## src/hw/rtl/sav_pkg.sv

```systemverilog
// Shared types, constants and helper functions of the squeezed arc vertex generator.
package sav_pkg;

  localparam int MAX_POINTS_DEF    = 1024;
  localparam int CORDIC_STAGES_DEF = 20;

  localparam int IDX_W = 3;
  localparam logic [IDX_W-1:0] IDX_CENTER_X = 3'd0;
  localparam logic [IDX_W-1:0] IDX_CENTER_Y = 3'd1;
  localparam logic [IDX_W-1:0] IDX_RADIUS   = 3'd2;
  localparam logic [IDX_W-1:0] IDX_POINTS   = 3'd3;
  localparam logic [IDX_W-1:0] IDX_WAVE     = 3'd4;
  localparam logic [IDX_W-1:0] IDX_SLIT     = 3'd5;
  localparam logic [IDX_W-1:0] IDX_OFFSET   = 3'd6;

  localparam int NUM_W = 40;   // phase dividend width
  localparam int CNT_W = 11;   // point count width
  localparam int PH_W  = 32;   // phase kept mod four quarter turns, Q30
  localparam int CW    = 33;   // CORDIC datapath width

  localparam logic [30:0] ONE_Q30     = 31'd1073741824;
  localparam logic [30:0] HALF_PI_Q30 = 31'd1686629713;
  localparam logic signed [CW-1:0] CORDIC_GAIN = 33'sd652032874;

  typedef struct packed {
    logic        busy;
    logic [30:0] f;
    logic [30:0] rf;
  } sav_scale_t;

  function automatic logic [31:0] sav_atan(input int k);
    logic [31:0] a;
    case (k)
      0: a = 32'd843314856;   1: a = 32'd497837829;   2: a = 32'd263043836;
      3: a = 32'd133525158;   4: a = 32'd67021686;    5: a = 32'd33543515;
      6: a = 32'd16775850;    7: a = 32'd8388437;     8: a = 32'd4194282;
      9: a = 32'd2097149;     10: a = 32'd1048575;    11: a = 32'd524287;
      12: a = 32'd262143;     13: a = 32'd131071;     14: a = 32'd65535;
      15: a = 32'd32767;      16: a = 32'd16383;      17: a = 32'd8191;
      18: a = 32'd4095;       19: a = 32'd2047;       20: a = 32'd1023;
      21: a = 32'd511;        22: a = 32'd255;        23: a = 32'd127;
      24: a = 32'd63;         25: a = 32'd31;         26: a = 32'd15;
      27: a = 32'd7;          28: a = 32'd3;          29: a = 32'd1;
      default: a = 32'd0;
    endcase
    return a;
  endfunction

  function automatic logic [31:0] sav_sat(input logic signed [36:0] v);
    logic [31:0] r;
    if (v > 37'sd2147483647) r = 32'h7fff_ffff;
    else if (v < -37'sd2147483648) r = 32'h8000_0000;
    else r = v[31:0];
    return r;
  endfunction

endpackage

```

## src/hw/rtl/sav_squeeze.sv

```systemverilog
// Squeeze factor unit: serial divider for f and a multiply for the scaled radius, rerun on register writes.
module sav_squeeze (
  input  logic             clk,
  input  logic             rst,
  input  logic             start,
  input  logic [30:0]      wave_length,
  input  logic [30:0]      slit_width,
  input  logic [30:0]      radius,
  output sav_pkg::sav_scale_t scale
);

  typedef enum logic [3:0] {
    SQ_IDLE  = 4'b0001,
    SQ_LOAD  = 4'b0010,
    SQ_DIV   = 4'b0100,
    SQ_SCALE = 4'b1000
  } sq_state_t;

  localparam logic [4:0] LAST_STEP = 5'd29;

  sq_state_t   state;
  logic [30:0] rem;
  logic [28:0] quo;
  logic [4:0]  cnt;
  logic [30:0] f;
  logic [30:0] rf;
  logic [31:0] rem_sh;
  logic        ge;
  logic [61:0] prod;

  assign rem_sh = {rem, 1'b0};
  assign ge     = rem_sh >= {1'b0, slit_width};
  assign prod   = 62'(radius) * 62'(f);

  always_ff @(posedge clk) begin
    if (rst) begin
      state <= SQ_IDLE;
      f     <= sav_pkg::ONE_Q30;
      rf    <= 31'd65536;
      cnt   <= '0;
    end else if (start) begin
      state <= SQ_LOAD;
    end else begin
      case (state)
        SQ_LOAD: begin
          cnt <= '0;
          quo <= '0;
          rem <= wave_length;
          if (slit_width != '0 && wave_length < slit_width) begin
            state <= SQ_DIV;
          end else begin
            f     <= sav_pkg::ONE_Q30;
            state <= SQ_SCALE;
          end
        end
        SQ_DIV: begin
          rem <= ge ? 31'(rem_sh - {1'b0, slit_width}) : rem_sh[30:0];
          quo <= {quo[27:0], ge};
          cnt <= cnt + 5'd1;
          if (cnt == LAST_STEP) begin
            f     <= {1'b0, quo[28:0], ge};
            state <= SQ_SCALE;
          end
        end
        SQ_SCALE: begin
          rf    <= prod[60:30];
          state <= SQ_IDLE;
        end
        default: state <= SQ_IDLE;
      endcase
    end
  end

  assign scale.busy = state != SQ_IDLE;
  assign scale.f    = f;
  assign scale.rf   = rf;

endmodule

```

## config.mk

```make
export PLATFORM = sky130hd
export DESIGN_NAME = sav_squeeze
export DESIGN_NICKNAME = d
export VERILOG_FILES = /design/src/hw/rtl/sav_pkg.sv /design/src/hw/rtl/sav_squeeze.sv
export SDC_FILE = /design/constraint.sdc
export NUM_CORES = 2
export LEC_CHECK = 0
export BUFFER_PORTS_ARGS = -buffer_cell sky130_fd_sc_hd__buf_2
export CAP_MARGIN = 15
export CORE_UTILIZATION = 30
export CTS_CLUSTER_DIAMETER = 200
export DETAILED_ROUTE_END_ITERATION = 8
export GPL_TIMING_DRIVEN = 1
export SYNTH_ARGS = -nofsm -noshare
export SYNTH_HDL_FRONTEND = slang
export SYNTH_SLANG_ARGS = --single-unit
```

## constraint.sdc

```tcl
create_clock -name clk -period 12.75 [get_ports clk]
set_input_delay 0.6375 -clock clk [delete_from_list [all_inputs] [get_ports clk]]
set_output_delay 0.6375 -clock clk [all_outputs]
set_load 0.01 [all_outputs]
```

==> results.py <==
metrics = {
    "critical_path": {
        "endpoint_kind": "flop",
        "cpPeakStageDelay_ps": 990,
        "start_kind": "flop",
        "critPathArrivalTime_ps": 8830,
        "cpMostUsedCell": "fa_1",
        "worstSetupPathType": "reg2reg",
        "critPathMaxFanout": 33,
        "cp.required_ps": 13030,
        "crit_slowest_cell": "dfxtp_2",
    },
    "synthesis": {
        "ys_ff_latch": 131,
        "netlist_area_um2": 38000,
        "synth-edff-count": 60,
        "yosysUniqueCellTypes": 68,
        "synth_top_area_share_pct": 44.1,
        "yosysWarnings": 0,
        "avgSynthCellArea_um2": 9.08,
        "synth_area_leaders": "fa_1 (44%), ha_1 (10%), inv_1 (8.5%), and2_1 (8.5%), nand2_1 (5.6%)",
        "syn_nets": 5423,
        "synth_top_cell_by_area": "fa_1",
        "ys.flop_type": "dfxtp_1",
        "synthArstFlopShare_pct": 0,
        "synth_cells": 4182,
        "yosysSeqAreaShare_pct": 8.49,
    },
    "sta": {
        "slew_violations": 0,
        "fin_crit_ps": 8550,
        "max-slew-margin-rel_pct": 25.5,
        "worst_slew_pin_slew_ps": 1120,
        "setup_tns_ps": 0,
        "period_share_pct": 67.1,
        "timing.hold.ws_ps": 449,
        "fmax_mhz": 117,
        "rsz0062_at_grt": "false",
        "skew_ps": 28.9,
        "finalHoldViolCount": 0,
        "finalSetupViolations": 0,
    },
    "power": {
        "leakage_nw": 20.5,
        "ir_worst_vdd_mv": 0.0967,
        "power_density_nw_per_um2": 28.9,
        "p_sw_share_pct": 32.9,
        "pwr-share-seq_pct": 37.3,
        "p_switching_uw": 389,
        "comb_power_share_pct": 21.7,
        "p_int_uw": 793,
        "clock_power_share_pct": 41.0,
    },
    "die": {
        "design.core.area_um2": 126000,
        "die-area_um2": 128000,
        "start_util_pct": 30.2,
        "fp.dieW_um": 358,
        "die_h_um": 358,
        "ios": 159,
        "rows": 130,
    },
    "grt": {
        "grt_max_degree": 74,
        "grt_pass1_vias": 30300,
        "antenna_found_initial": 14,
        "grt_pass1_wl_mm": 178,
        "overflow": 0,
        "track_usage_pct": 18.1,
    },
    "cells_and_area": {
        "final_nets": 5408,
        "mostFrequentLayoutCells": "inv_1 (858), fa_1 (836), nand2_1 (568), and2_1 (514), ha_1 (309)",
        "mostFrequentLayoutCell": "inv_1",
        "num-fill-cells": 13100,
        "final_area_um2": 40900,
        "syn_to_final_growth_pct": 7.67,
        "drive_gt1_share_pct": 5.96,
    },
    "detailed_routing": {
        "drcViolationCount": 0,
        "final_antenna_net_count": 0,
        "first_iter_violations": 1869,
        "wl_per_cell_um": 19.4,
        "vias": 28400,
        "drtPass1Iterations": 6,
        "avgViaCountPerCell": 4.86,
        "wirelength_mm": 113,
    },
    "hold_path": {
        "hold_class": "reg2reg",
    },
    "placed_design": {
        "place_hpwl_mm": 86.1,
        "io_buffers": 158,
        "dpl-instance-area_um2": 40300,
        "gp_congestion": 0.903,
    },
    "cts": {
        "ctsHoldBuffers": 0,
        "cts_buffers": 17,
        "tritoncts": "yes",
        "cts.clk_slew.worst_paths_ps": 80,
        "cts_setup_buffers": 0,
        "clk_path_buf_depth": 2,
        "clk_latency_ps": 450,
        "cts_root_buffer": "clkbuf_16",
        "cts_resized": 0,
        "clkSinkCount": 131,
        "h-tree-depth": 4,
    },
    "run": {
        "cap_violations": 0,
    },
    "status": {
        "status": "finished, final reports clean",
    },
}
==> layer usage <==
metal,up-vias,track usage (%),part of all wire [%]
met4,4,4.55,2.5
li1,12600,-,-
met2,855,30.1,48
met5,-,0,0.016
met1,14700,24.9,44
met3,153,2.11,5.7
==> cell families (layout without fill, tap and decap cells) <==
| group | count (synthesis) | after routing | share of synthesized area [%] |
|---|---|---|---|
| muxes | 59 | 59 | 1.56 |
| and+or+nand+nor | 1376 | 1376 | 18.3 |
| xor gates and xnor gates | 48 | 48 | 1.11 |
| AOI/OAI and AO/OA | 331 | 331 | 5.47 |
| other | 0 | 7 | 0 |
| buffers and inverters | 1092 | 1090 | 10.8 |
| adders and majority gates | 1145 | 1145 | 54.3 |
| DFF | 131 | 131 | 8.49 |
==> flip-flops by register name (all words and copies together) (netlist names) <==
| register | flops |
|---|---|
| f | 31 |
| rem | 31 |
| rf | 31 |
| quo | 29 |
| cnt | 5 |
| state | 4 |
==> power groups by stage <==
stage	registers [mW]	logic, mW	clock network (mW)
6_report	0.440	0.257	0.485
5_1_grt	0.440	0.281	0.510
4_1_cts	0.440	0.257	0.493
2_1_floorplan	0.449	0.156	0
3_3_place_gp	0.449	0.251	0
3_5_place_dp	0.449	0.254	0
==> cell usage after synthesis (5+ instances only) <==
library cell / instances
inv_1: 858
fa_1: 836
nand2_1: 569
and2_1: 514
ha_1: 309
clkbuf_1: 226
a21oi_1: 106
nor2_1: 85
dfxtp_1: 71
edfxtp_1: 60
mux2i_1: 59
o21ai_1: 51
and3_1: 49
a21o_1: 43
nand3_1: 37
xnor2_1: 34
o21ai_0: 30
nor3_1: 28
nand4_1: 23
o21a_1: 15
nor4_1: 14
xor2_1: 14
a31oi_1: 13
a211oi_1: 12
nor2b_1: 12
o211ai_1: 12
or3_1: 9
nand2b_1: 8
buf_2: 6
o21bai_1: 6
and4_1: 5
nor4b_1: 5
==> stage by stage <==
step | total power [mW] | std cells | setup WS (ps) | utilization, %
after global placement | 0.701 | 5796 | 4110 | 32.1
after floorplan | 0.606 | 4182 | 5330 | -
after detailed placement | 0.703 | 5796 | 4060 | 32.1
final | 1.18 | 5837 | 4200 | 32.6
after global routing | 1.23 | 5831 | 3840 | 32.5
after CTS | 1.19 | 5828 | 4260 | 32.5
==> path summary, 6_finish.rpt <==
| kind | from | to | slack [ps] | cells past startpoint |
|---|---|---|---|---|
| max reg2reg | f[5] | rf[19] | 4200 | 26 |
| max | f[5] | rf[19] | 4200 | 26 |
| min | rf[29] | rf[29] | 450 | 2 |
| min reg2reg | rf[29] | rf[29] | 450 | 2 |
==> layout make-up <==
type                       instances  area, µm²  share of cell area [%]
clock buffer                      19        433                    1.06
antenna                            7       17.5                  0.0429
sequential                       131       3220                    7.89
multi-input combinational       2959      30700                    75.0
clock inverter                    13        128                   0.312
timing repair buffer             198       1120                    2.73
tap                             1650       2060                    5.05
inverter                         860       3230                    7.90
==> critical path: cells and delay by family, from the launching register on <==
| kind | cells | cell delay [ps] |
|---|---|---|
| compound gates | 7 | 1750 |
| fa+ha+maj | 9 | 4250 |
| simple gates | 4 | 1040 |
| flops | 1 | 990 |
| buf+inv | 6 | 330 |
Power figures use the tool's default switching activity.
